===== config.mk =====
export PLATFORM = sky130hd
export DESIGN_NAME = software_timer_bank
export DESIGN_NICKNAME = d
export VERILOG_FILES = /design/src/rtl/core/stb_pkg.sv /design/src/rtl/core/stb_ctrl.sv /design/src/rtl/core/stb_datapath.sv /design/src/rtl/core/software_timer_bank.sv
export SDC_FILE = /design/constraint.sdc
export NUM_CORES = 2
export LEC_CHECK = 0
export BUFFER_PORTS_ARGS = -buffer_cell sky130_fd_sc_hd__clkbuf_2
export CORE_MARGIN = 1.5
export CORE_UTILIZATION = 45
export DETAILED_ROUTE_END_ITERATION = 8
export PLACE_DENSITY_LB_ADDON = 0.3
export SLEW_MARGIN = 15
export SYNTH_ARGS = -nofsm -noshare
export SYNTH_HDL_FRONTEND = slang
export SYNTH_HIERARCHICAL = 1
export SYNTH_SLANG_ARGS = --single-unit

===== constraint.sdc =====
create_clock -name aclk -period 15.3 [get_ports aclk]
set_clock_uncertainty 0.2 [all_clocks]
set_input_delay 3.825 -clock aclk [delete_from_list [all_inputs] [get_ports aclk]]
set_output_delay 3.825 -clock aclk [all_outputs]
set_load 0.02 [all_outputs]

===== src/rtl/core/stb_pkg.sv =====
// ----------------------------------------------------------------------------
// stb_pkg
// Shared widths, command codes and controller/datapath interface structs for
// the software timer bank.
// ----------------------------------------------------------------------------
package stb_pkg;

    // field widths
    localparam int OP_W        = 3;
    localparam int SLOT_PORT_W = 4;
    localparam int MS_W        = 24;
    localparam int CNT_W       = 21;
    localparam int PROD_W      = 2 * MS_W;

    // a result names at most this many slots
    localparam int MAX_SLOTS      = 16;
    localparam int NUM_TIMERS_DEF = 16;

    // one tick is this many milliseconds
    localparam int PERIOD_MS = 10;

    // ms / 10 as (ms * ceil(2^27 / 10)) >> 27, exact for all 24-bit inputs
    localparam logic [MS_W-1:0] DIV10_RECIP = 24'd13421773;
    localparam int              DIV10_SHIFT = 27;

    // operation codes
    localparam logic [OP_W-1:0] OP_TICK    = 3'd0;
    localparam logic [OP_W-1:0] OP_ALLOC   = 3'd1;
    localparam logic [OP_W-1:0] OP_RELEASE = 3'd2;
    localparam logic [OP_W-1:0] OP_START   = 3'd3;
    localparam logic [OP_W-1:0] OP_STOP    = 3'd4;

    // result codes
    localparam logic EV_CMD    = 1'b0;
    localparam logic EV_EXPIRY = 1'b1;
    localparam logic ST_OK     = 1'b0;
    localparam logic ST_FAIL   = 1'b1;

    // controller to datapath
    typedef struct packed {
        logic load;
        logic exec;
        logic walk_init;
        logic walk_step;
        logic flush;
    } stb_cmd_t;

    // datapath to controller
    typedef struct packed {
        logic op_tick;
        logic out_free;
        logic walk_stall;
        logic walk_last;
        logic pend_valid;
    } stb_stat_t;

endpackage


===== src/rtl/core/stb_ctrl.sv =====
// ----------------------------------------------------------------------------
// stb_ctrl
// Sequencer for the timer bank: accepts one transaction, then either applies
// the command or walks the slots for a tick, one slot per cycle unless stalled.
// ----------------------------------------------------------------------------
module stb_ctrl (
    input  logic              aclk,
    input  logic              aresetn,
    input  logic              s_valid,
    output logic              s_ready,
    input  stb_pkg::stb_stat_t stat,
    output stb_pkg::stb_cmd_t  cmd
);
    import stb_pkg::*;

    typedef enum logic [4:0] {
        ST_IDLE   = 5'b00001,
        ST_DECODE = 5'b00010,
        ST_EXEC   = 5'b00100,
        ST_WALK   = 5'b01000,
        ST_FLUSH  = 5'b10000
    } state_t;

    state_t state_reg;
    state_t state_next;

    always_ff @(posedge aclk) begin
        if (!aresetn) begin
            state_reg <= ST_IDLE;
        end else begin
            state_reg <= state_next;
        end
    end

    always_comb begin
        state_next = state_reg;
        cmd        = '0;
        s_ready    = 1'b0;
        case (state_reg)
            ST_IDLE: begin
                s_ready = 1'b1;
                if (s_valid) begin
                    cmd.load   = 1'b1;
                    state_next = ST_DECODE;
                end
            end
            ST_DECODE: begin
                if (stat.op_tick) begin
                    cmd.walk_init = 1'b1;
                    state_next    = ST_WALK;
                end else begin
                    state_next = ST_EXEC;
                end
            end
            ST_EXEC: begin
                if (stat.out_free) begin
                    cmd.exec   = 1'b1;
                    state_next = ST_IDLE;
                end
            end
            ST_WALK: begin
                // hold the slot while an earlier expiry cannot leave
                if (!stat.walk_stall) begin
                    cmd.walk_step = 1'b1;
                    if (stat.walk_last) begin
                        state_next = ST_FLUSH;
                    end
                end
            end
            ST_FLUSH: begin
                if (!stat.pend_valid) begin
                    state_next = ST_IDLE;
                end else if (stat.out_free) begin
                    cmd.flush  = 1'b1;
                    state_next = ST_IDLE;
                end
            end
            default: begin
                state_next = ST_IDLE;
            end
        endcase
    end

endmodule


===== src/rtl/core/stb_datapath.sv =====
// ----------------------------------------------------------------------------
// stb_datapath
// Slot state, reload/count memories, divide-by-ten, expiry look-behind and
// the output register of the timer bank.
// ----------------------------------------------------------------------------
module stb_datapath #(
    parameter int NUM_TIMERS = stb_pkg::NUM_TIMERS_DEF
) (
    input  logic                            aclk,
    input  logic                            aresetn,
    input  logic                            cfg_wr_en,
    input  logic                            cfg_wr_data,
    input  logic [stb_pkg::OP_W-1:0]        s_operation,
    input  logic [stb_pkg::SLOT_PORT_W-1:0] s_slot_index,
    input  logic [stb_pkg::MS_W-1:0]        s_timeout_ms,
    input  logic                            s_periodic,
    output logic                            m_valid,
    input  logic                            m_ready,
    output logic                            m_event_kind,
    output logic                            m_status,
    output logic [stb_pkg::SLOT_PORT_W-1:0] m_result_slot,
    output logic                            m_last,
    input  stb_pkg::stb_cmd_t               cmd,
    output stb_pkg::stb_stat_t              stat
);
    import stb_pkg::*;

    localparam int SLOTS     = (NUM_TIMERS < MAX_SLOTS) ? NUM_TIMERS : MAX_SLOTS;
    localparam int SLOT_W    = (SLOTS > 1) ? $clog2(SLOTS) : 1;
    localparam int IDX_CMP_W = SLOT_PORT_W + 1;

    // latched transaction
    logic [OP_W-1:0]        op_reg;
    logic [SLOT_PORT_W-1:0] idx_reg;
    logic [MS_W-1:0]        ms_reg;
    logic                   per_reg;
    logic [PROD_W-1:0]      prod_reg;
    logic                   ready_reg;

    // per-slot flags
    logic [SLOTS-1:0] alloc_reg, alloc_next;
    logic [SLOTS-1:0] run_reg, run_next;
    logic [SLOTS-1:0] perb_reg, perb_next;

    // reload and count storage
    logic [CNT_W-1:0] reload_mem [SLOTS];
    logic [CNT_W-1:0] count_mem [SLOTS];
    logic [CNT_W-1:0] reload_rd_reg;
    logic [CNT_W-1:0] count_rd_reg;

    // tick walk
    logic [SLOT_W-1:0] ptr_reg, ptr_next;
    logic              pend_valid_reg, pend_valid_next;
    logic [SLOT_W-1:0] pend_slot_reg, pend_slot_next;

    // output register
    logic                   m_valid_reg, m_valid_next;
    logic                   kind_reg;
    logic                   status_reg;
    logic [SLOT_PORT_W-1:0] slot_reg;
    logic                   last_reg;

    logic              idx_ok;
    logic [SLOT_W-1:0] idx_s;
    logic [CNT_W-1:0]  quot;
    logic [MS_W:0]     quot10;
    logic              start_ok;
    logic              free_found;
    logic [SLOT_W-1:0] free_slot;
    logic              act;
    logic [CNT_W-1:0]  cnt_inc;
    logic              expire;
    logic              out_free;
    logic              push;

    logic                   cmd_fail;
    logic [SLOT_PORT_W-1:0] cmd_slot;
    logic                   cnt_we;
    logic [SLOT_W-1:0]      cnt_waddr;
    logic [CNT_W-1:0]       cnt_wdata;
    logic                   rl_we;
    logic [CNT_W-1:0]       rl_wdata;
    logic                   rd_en;
    logic [SLOT_W-1:0]      rd_addr;

    assign idx_ok   = {1'b0, idx_reg} < IDX_CMP_W'(SLOTS);
    assign idx_s    = idx_reg[SLOT_W-1:0];
    assign quot     = prod_reg[DIV10_SHIFT +: CNT_W];
    assign quot10   = (MS_W+1)'(quot) * (MS_W+1)'(PERIOD_MS);
    assign start_ok = idx_ok && ready_reg && (ms_reg != '0) && (quot10 == {1'b0, ms_reg})
                      && alloc_reg[idx_s];

    // lowest free slot
    always_comb begin
        free_found = 1'b0;
        free_slot  = '0;
        for (int i = SLOTS - 1; i >= 0; i--) begin
            if (!alloc_reg[i]) begin
                free_found = 1'b1;
                free_slot  = SLOT_W'(i);
            end
        end
    end

    assign act      = alloc_reg[ptr_reg] && run_reg[ptr_reg];
    assign cnt_inc  = count_rd_reg + CNT_W'(1);
    assign expire   = act && (cnt_inc >= reload_rd_reg);
    assign out_free = !m_valid_reg || m_ready;

    // an expiry is held back until the next one or the end of the walk
    // shows whether it is the last
    assign push = cmd.exec || cmd.flush || (cmd.walk_step && expire && pend_valid_reg);

    assign stat.op_tick    = (op_reg == OP_TICK);
    assign stat.out_free   = out_free;
    assign stat.walk_stall = expire && pend_valid_reg && !out_free;
    assign stat.walk_last  = (ptr_reg == SLOT_W'(SLOTS - 1));
    assign stat.pend_valid = pend_valid_reg;

    always_comb begin
        alloc_next = alloc_reg;
        run_next   = run_reg;
        perb_next  = perb_reg;
        cmd_fail   = ST_FAIL;
        cmd_slot   = idx_reg;
        cnt_we     = 1'b0;
        cnt_waddr  = ptr_reg;
        cnt_wdata  = '0;
        rl_we      = 1'b0;
        rl_wdata   = '0;

        if (cmd.walk_step) begin
            if (act) begin
                cnt_we    = 1'b1;
                cnt_wdata = expire ? '0 : cnt_inc;
            end
            if (expire && !perb_reg[ptr_reg]) begin
                run_next[ptr_reg] = 1'b0;
            end
        end

        case (op_reg)
            OP_ALLOC: begin
                if (ready_reg && free_found) begin
                    cmd_fail = ST_OK;
                    cmd_slot = SLOT_PORT_W'(free_slot);
                    if (cmd.exec) begin
                        alloc_next[free_slot] = 1'b1;
                        run_next[free_slot]   = 1'b0;
                        perb_next[free_slot]  = 1'b0;
                    end
                end else begin
                    cmd_slot = '0;
                end
            end
            OP_RELEASE: begin
                if (idx_ok) begin
                    cmd_fail = ST_OK;
                    if (cmd.exec) begin
                        alloc_next[idx_s] = 1'b0;
                        run_next[idx_s]   = 1'b0;
                        rl_we             = 1'b1;
                    end
                end
            end
            OP_START: begin
                if (start_ok) begin
                    cmd_fail = ST_OK;
                    if (cmd.exec) begin
                        run_next[idx_s]  = 1'b1;
                        perb_next[idx_s] = per_reg;
                        rl_we            = 1'b1;
                        rl_wdata         = quot;
                        cnt_we           = 1'b1;
                        cnt_waddr        = idx_s;
                    end
                end
            end
            OP_STOP: begin
                if (idx_ok && alloc_reg[idx_s]) begin
                    cmd_fail = ST_OK;
                    if (cmd.exec) begin
                        run_next[idx_s] = 1'b0;
                    end
                end
            end
            default: begin
                cmd_fail = ST_FAIL;
            end
        endcase
    end

    always_comb begin
        ptr_next        = ptr_reg;
        pend_valid_next = pend_valid_reg;
        pend_slot_next  = pend_slot_reg;
        if (cmd.walk_init) begin
            ptr_next        = '0;
            pend_valid_next = 1'b0;
        end else if (cmd.walk_step) begin
            ptr_next = ptr_reg + SLOT_W'(1);
            if (expire) begin
                pend_valid_next = 1'b1;
                pend_slot_next  = ptr_reg;
            end
        end else if (cmd.flush) begin
            pend_valid_next = 1'b0;
        end
    end

    assign rd_en   = cmd.walk_init || cmd.walk_step;
    assign rd_addr = cmd.walk_init ? '0 : (ptr_reg + SLOT_W'(1));

    always_comb begin
        m_valid_next = m_valid_reg;
        if (push) begin
            m_valid_next = 1'b1;
        end else if (m_ready) begin
            m_valid_next = 1'b0;
        end
    end

    // control state
    always_ff @(posedge aclk) begin
        if (!aresetn) begin
            ready_reg      <= 1'b1;
            alloc_reg      <= '0;
            run_reg        <= '0;
            perb_reg       <= '0;
            ptr_reg        <= '0;
            pend_valid_reg <= 1'b0;
            m_valid_reg    <= 1'b0;
        end else begin
            if (cfg_wr_en) begin
                ready_reg <= cfg_wr_data;
            end
            alloc_reg      <= alloc_next;
            run_reg        <= run_next;
            perb_reg       <= perb_next;
            ptr_reg        <= ptr_next;
            pend_valid_reg <= pend_valid_next;
            m_valid_reg    <= m_valid_next;
        end
    end

    // payload
    always_ff @(posedge aclk) begin
        pend_slot_reg <= pend_slot_next;
        if (cmd.load) begin
            op_reg   <= s_operation;
            idx_reg  <= s_slot_index;
            ms_reg   <= s_timeout_ms;
            per_reg  <= s_periodic;
            prod_reg <= PROD_W'(s_timeout_ms) * PROD_W'(DIV10_RECIP);
        end
        if (push) begin
            kind_reg   <= cmd.exec ? EV_CMD : EV_EXPIRY;
            status_reg <= cmd.exec ? cmd_fail : ST_OK;
            slot_reg   <= cmd.exec ? cmd_slot : SLOT_PORT_W'(pend_slot_reg);
            last_reg   <= cmd.exec || cmd.flush;
        end
    end

    // slot memories, registered read
    always_ff @(posedge aclk) begin
        if (cnt_we) begin
            count_mem[cnt_waddr] <= cnt_wdata;
        end
        if (rl_we) begin
            reload_mem[idx_s] <= rl_wdata;
        end
        if (rd_en) begin
            count_rd_reg  <= count_mem[rd_addr];
            reload_rd_reg <= reload_mem[rd_addr];
        end
    end

    assign m_valid       = m_valid_reg;
    assign m_event_kind  = kind_reg;
    assign m_status      = status_reg;
    assign m_result_slot = slot_reg;
    assign m_last        = last_reg;

endmodule


===== src/rtl/core/software_timer_bank.sv =====
// Command: the transaction is latched, decoded and executed; the result is
// registered once the output register is free. Tick: the slots are walked in
// order via the single read port of the count/reload memories; output stalls hold it.
// One transaction is in work at a time; the next is accepted while the last
// result still waits in the output register.
// Reset (aresetn low, synchronous): all slots free and stopped, ready_reg = 1.
// ----------------------------------------------------------------------------
// software_timer_bank
// Bank of timer slots with allocate, release, start, stop and tick commands,
// reporting command completions and per-slot expiries in slot order.
// ----------------------------------------------------------------------------
module software_timer_bank #(
    parameter int NUM_TIMERS = stb_pkg::NUM_TIMERS_DEF
) (
    input  logic                            aclk,
    input  logic                            aresetn,
    input  logic                            cfg_wr_en,
    input  logic                            cfg_wr_data,
    input  logic                            s_valid,
    output logic                            s_ready,
    input  logic [stb_pkg::OP_W-1:0]        s_operation,
    input  logic [stb_pkg::SLOT_PORT_W-1:0] s_slot_index,
    input  logic [stb_pkg::MS_W-1:0]        s_timeout_ms,
    input  logic                            s_periodic,
    output logic                            m_valid,
    input  logic                            m_ready,
    output logic                            m_event_kind,
    output logic                            m_status,
    output logic [stb_pkg::SLOT_PORT_W-1:0] m_result_slot,
    output logic                            m_last
);
    import stb_pkg::*;

    stb_cmd_t  cmd;
    stb_stat_t stat;

    stb_ctrl u_ctrl (
        .aclk    (aclk),
        .aresetn (aresetn),
        .s_valid (s_valid),
        .s_ready (s_ready),
        .stat    (stat),
        .cmd     (cmd)
    );

    stb_datapath #(
        .NUM_TIMERS (NUM_TIMERS)
    ) u_datapath (
        .aclk          (aclk),
        .aresetn       (aresetn),
        .cfg_wr_en     (cfg_wr_en),
        .cfg_wr_data   (cfg_wr_data),
        .s_operation   (s_operation),
        .s_slot_index  (s_slot_index),
        .s_timeout_ms  (s_timeout_ms),
        .s_periodic    (s_periodic),
        .m_valid       (m_valid),
        .m_ready       (m_ready),
        .m_event_kind  (m_event_kind),
        .m_status      (m_status),
        .m_result_slot (m_result_slot),
        .m_last        (m_last),
        .cmd           (cmd),
        .stat          (stat)
    );

endmodule

Word-level counts from Yosys, hierarchy flattened
Memories as Yosys holds them, arrays and structs flattened. A register that Yosys moved wholly into a read port is not among the register bits.
Cells that the tools add are included.
Widths: inputs -> output; s select.
{ "totals": {"regBits": 151, "ram_bits": 672, "inputBits": 38, "out_inout_bits": 9, "elab_cells": 214, "n_memories": 2} }
{ "classes": {"add_sub_neg": 2, "multipliers": 2, "n_lt_le_gt_ge": 7, "eq_ne": 20, "n_mux": 118, "bitwise_logic": 12, "reduce_logical": 33} }
{ "memory_table": {"columns": ["memory", "depth", "word_bits", "read_ports", "rd_ports_with_merged_regs", "wr", "line_no", "rtl"], "rows": [
  ["u_datapath.count_mem", 16, 21, 1, 1, 1, "stb_datapath.sv:47", "logic [CNT_W-1:0] count_mem [SLOTS];"],
  ["u_datapath.reload_mem", 16, 21, 1, 1, 1, "stb_datapath.sv:46", "logic [CNT_W-1:0] reload_mem [SLOTS];"]
]} }
{ "op_table": {"columns": ["operator", "count"], "rows": [
  ["$mux 16", 15],
  ["$mux 21", 6],
  ["$mux 4", 24],
  ["$and 16x16->16", 5],
  ["$pmux 16 s2", 2],
  ["$pmux 16 s4", 1],
  ["$mux 1", 54],
  ["$mul 24x24->48 const B", 1],
  ["$not 16->16", 3],
  ["$or 16x16->16", 2],
  ["$eq 25x24->1", 1],
  ["$mux 5", 5],
  ["$pmux 5 s5", 1],
  ["$mul 21x3->24 const B", 1],
  ["$reduce_bool 24->1", 1],
  ["$add 21x1->21 const B", 1],
  ["$ge 21x21->1", 1],
  ["$bmux 1 s4", 4],
  ["$bwmux 16", 1],
  ["$lt 4x5->1 const B", 3],
  ["$logic_and 1x1->1", 14],
  ["$demux 1 s4", 3],
  ["$ge 4x1->1 const B", 3],
  ["$ne 2x1->1 const B", 5],
  ["23 further kinds", 37]
]} }

Depth between registers and ports, before layout
{ "logic_depth": {"word_depth": 25, "ltp_mapped": 25, "mapped_depth_nobuf": 25} }

Hierarchy
The synthesis kept the hierarchy.
{ "modules_own_cells": {"columns": ["module", "instances", "cells_each", "area_each_um2", "seq_area_each_um2"], "rows": [
  ["stb_datapath", 1, 3663, 46927.5, 24463.5],
  ["stb_ctrl", 1, 44, 309.0, 100.1]
]} }

Least setup slack after synthesis
Ideal clock, no wire load.
{ "synth_timing": {"path_kind": "input port to flip-flop", "start": "input port s_timeout_ms[8] in the netlist's numbering", "end": "register u_datapath.prod_reg[47] (data pin)", "setup_time_ps": 136, "t_arrival_ps": 9475, "required_ps": 14964, "path_slack_ps": 5489, "cell_stages": 23, "n_path_buf": 1, "cell_sequence": "ha_1 -> clkbuf_1 -> xor2_1 -> ha_1 -> a21oi_1 -> fa_1 -> fa_1 -> fa_1 -> inv_1 -> fa_1 -> inv_1 -> fa_1 -> inv_1 -> ha_1 -> and4_1 -> a221oi_1 -> a2bb2oi_1 -> and4_1 -> nor3b_1 -> o211ai_1 -> a31oi_1 -> or4_1 -> nand3_1"} }
{ "synth_via": {"elab_chain_cells": 1} }
{ "synth_rtl": {"columns": ["item", "line_no", "rtl"], "rows": [
  ["from (decl)", "software_timer_bank.sv:23", "input logic [stb_pkg::MS_W-1:0] s_timeout_ms,"],
  ["$mul 24x24->48", "stb_datapath.sv:254", "prod_reg <= PROD_W'(s_timeout_ms) * PROD_W'(DIV10_RECIP);"],
  ["to (signal assigned)", "stb_datapath.sv:254", null],
  ["to (decl)", "stb_datapath.sv:37", "logic [PROD_W-1:0] prod_reg;"]
]} }
Every way passes these cells.
A chain may end at the register's enable or synchronous reset.

Final worst setup path
{ "layout_timing": {"start": "input port s_timeout_ms[1] in the netlist's numbering", "end": "register u_datapath.prod_reg[46] (data pin)"} }
The elaborated chain is that of the path after synthesis.

==> impl_metrics.ini <==
[run_status]
outcome = complete, no violations

[hold_path]
hold_path.class = flip-flop to flip-flop
min_from = u_datapath/run_reg[12]

[layout]
post-route-util = 0.4990
postLayoutCellArea_um2 = 51800
area_growth_pct = 9.652
drive_gt1_frac = 0.08547
antennaDiodeCount = 0
nNetsFinal = 4285

[clock_network]
post_cts_resized = 0
cts_sinks = 838
cts_setup_buffers = 0
h-tree-depth = 3
path_clk_slew_ns = 0.06
holdBufCountCts = 0
cts-root-buf = clkbuf_16
cts_tree = done
cts_buffer_depth = 3
cts_buffers = 89
insertion_delay_ns = 0.68

[drt]
wl_mm = 120.9
avgRoutedWirePerCell_um = 23.43
dr.pass1.iters = 6
drt_first_iter_violations = 2701
vias_per_cell = 5.728
vias = 29550
drcViolationCount = 0
drtAntennaViolNets = 0

[floorplanning]
die_w_um = 327.0
rows = 118
io_pins = 47
start_util = 0.4551
core_um2 = 103800
die_h_um = 327.0
dieArea_um2 = 106900

[synth]
synth_area_leaders = edfxtp_1 49%, fa_1 8.9%, ha_1 8.7%
synth_cell_types = 90
syn_inst = 3707
synth_area_per_cell_um2 = 12.74
synth_fp_nets = 4281
synthAdderAreaFrac = 0.1752
synth_top_area_frac = 0.4946
ys_async_sr_fraction = 0
synth_top_cell_by_area = edfxtp_1
synth-seq-cells = 838
synthMuxAreaShare = 0.06211
synth_compound_area_frac = 0.09435
synth_area_um2 = 47240
synthFlopType = edfxtp_1
synth_top_family_by_area = adder cells
synth-edff-count = 778
yosys_warnings = 6
synth-xor-area-share = 0.01918
yosysSeqAreaShare = 0.5200
yosys.area_share.simple = 0.08579

[worst_setup_path]
cp-startpoint = s_timeout_ms[1]
worstPathMaxFanout = 12
slowest_delay_ns = 0.71
worstPathCellList = clkbuf_2 > ha_1 > xor2_1 > ha_1 > or2_2 > fa_1 > fa_1 > fa_1 > fa_1 > inv_1 > fa_1 > inv_1 > ha_1 > nand4_1 > nor3_1 > nor3_1 > o2bb2ai_1 > o21ba_2 > nor3b_1 > o211ai_1 > a31oi_1 > a21oi_1 > xnor2_1
crit_slowest_cell = nor3b_1
crit-reg2reg-launch = u_datapath/count_rd_reg[3]
critPathLaunchType = input pin
cp.required_ns = 15.53
cpMostUsedCell = fa_1
worstSetupEndpointType = flip-flop
setup.worst_path.class = input pin to flip-flop
cp.arrival_ns = 10.48

[pwr]
vdd_drop_max_mv = 0.2660
power_uw = 9002
powerDensity_nw_per_um2 = 173.8
p_leak_uw = 0.02057

[global_routing]
grt_pass1_wl_mm = 184.8
globalRouteTotalUtil = 0.2272
antenna_found_initial = 2
grt_max_degree = 154
first_global_vias = 29710
grt.overflow.total = 0

[timing]
rsz0062_at_grt = no
fin_crit_ns = 10.25
slew_viol_final = 0
tightestPinTransition_ns = 1.186
tns_ns = 0
post-route-period-util = 0.6700
hold_viol_final = 0
setup_viol = 0
fmax_ghz = 0.09756
slew_headroom = 0.2065

[place]
dp_hpwl_mm = 78.76
port_buffers = 46
placed_cell_area_um2 = 49050
gp_congestion = 0.9900

[flow_run]
cap_violations = 0
kinds of logic (layout without fill, tap and decap cells):
logic type,count (synthesis),after routing
AO/OA/AOI/OAI,663,663
XOR/XNOR,101,101
adder cells (fa/ha/maj),536,536
buffers and inverters,535,607
flip-flops,838,838
multiplexers,225,225
AND/OR/NAND/NOR,809,809
worst max-delay path: cells and delay by family:
| family | cells | cell delay (ns) |
|---|---|---|
| fa+ha+maj | 8 | 3.40 |
| simple gates | 5 | 1.49 |
| compound gates | 5 | 1.07 |
| buf+inv | 3 | 0.33 |
| xor+xnor | 2 | 0.32 |
routing by layer:
layer  part of all wire  up-vias  wire length (um)  GRT usage
met2               0.47      950             56800     0.3670
met4              0.026        0              3126    0.06562
met1               0.44    14830             53580     0.3204
met3              0.061      193              7360    0.03240
met5                  0        -                 0          0
li1                   -    13580                 -          -
cells in the mapped netlist, types with 10 or more instances:
cell type / number
edfxtp_1: 778
inv_1: 362
ha_1: 327
nand2_1: 300
fa_1: 209
mux2i_1: 169
a21oi_1: 144
clkbuf_1: 141
a211oi_1: 128
nor2_1: 114
o21ai_0: 99
nor2b_1: 93
nand3_1: 73
a31oi_1: 69
dfxtp_1: 60
mux4_2: 54
xnor2_1: 51
xor2_1: 48
and3_1: 42
a311oi_1: 41
nor3_1: 37
and2_1: 35
a21o_1: 34
o21a_1: 29
nand4_1: 21
buf_1: 18
nand2b_1: 17
o211ai_1: 17
nor4_1: 16
o31ai_1: 16
or2_2: 10
worst paths after layout:
check	endpoint	slack, ns	cells past startpoint
worst min register to register	u_datapath/run_reg[12]	0.29	2
worst min-delay path	u_datapath/run_reg[12]	0.29	2
worst max-delay path	u_datapath/prod_reg[46]	5.05	23
worst max register to register	u_datapath/count_mem[2][4]	7.93	27
layout by cell type (no fill, tap or decap), types with 93 or more instances in the layout:
| cell | netlist | layout |
|---|---|---|
| a211oi_1 | 128 | 128 |
| a21oi_1 | 144 | 144 |
| edfxtp_1 | 778 | 778 |
| fa_1 | 209 | 209 |
| ha_1 | 327 | 327 |
| inv_1 | 362 | 362 |
| mux2i_1 | 169 | 167 |
| nand2_1 | 300 | 300 |
| nor2_1 | 114 | 105 |
| nor2b_1 | 93 | 93 |
metrics by stage:
step,cells,setup slack (ns),hold WS [ns]
after floorplan,3707,5.489,0.2578
after global placement,5000,4.440,0.2682
after detailed placement,5000,4.344,0.2764
after CTS,5159,5.054,0.2888
after global routing,5159,4.769,0.3105
final,5159,5.049,0.2907
cell type report:
type | count | area (um^2)
Clock inverter | 53 | 446.7
Sequential cell | 838 | 24570
Tap cell | 1380 | 1727
Inverter | 363 | 1363
Timing Repair Buffer | 85 | 535.5
Multi-Input combinational cell | 2334 | 20860
Fill cell | 8934 | 52000
Clock buffer | 106 | 2301
report_power, final:
group          switching (uW)  leakage, uW  total [uW]  internal, uW
clock network             920      0.00132        2020          1100
logic                    2460      0.00996        4280          1820
registers                68.5      0.00930        2700          2630
total                    3450       0.0206        9000          5560
(Power assumes the default switching activity.)
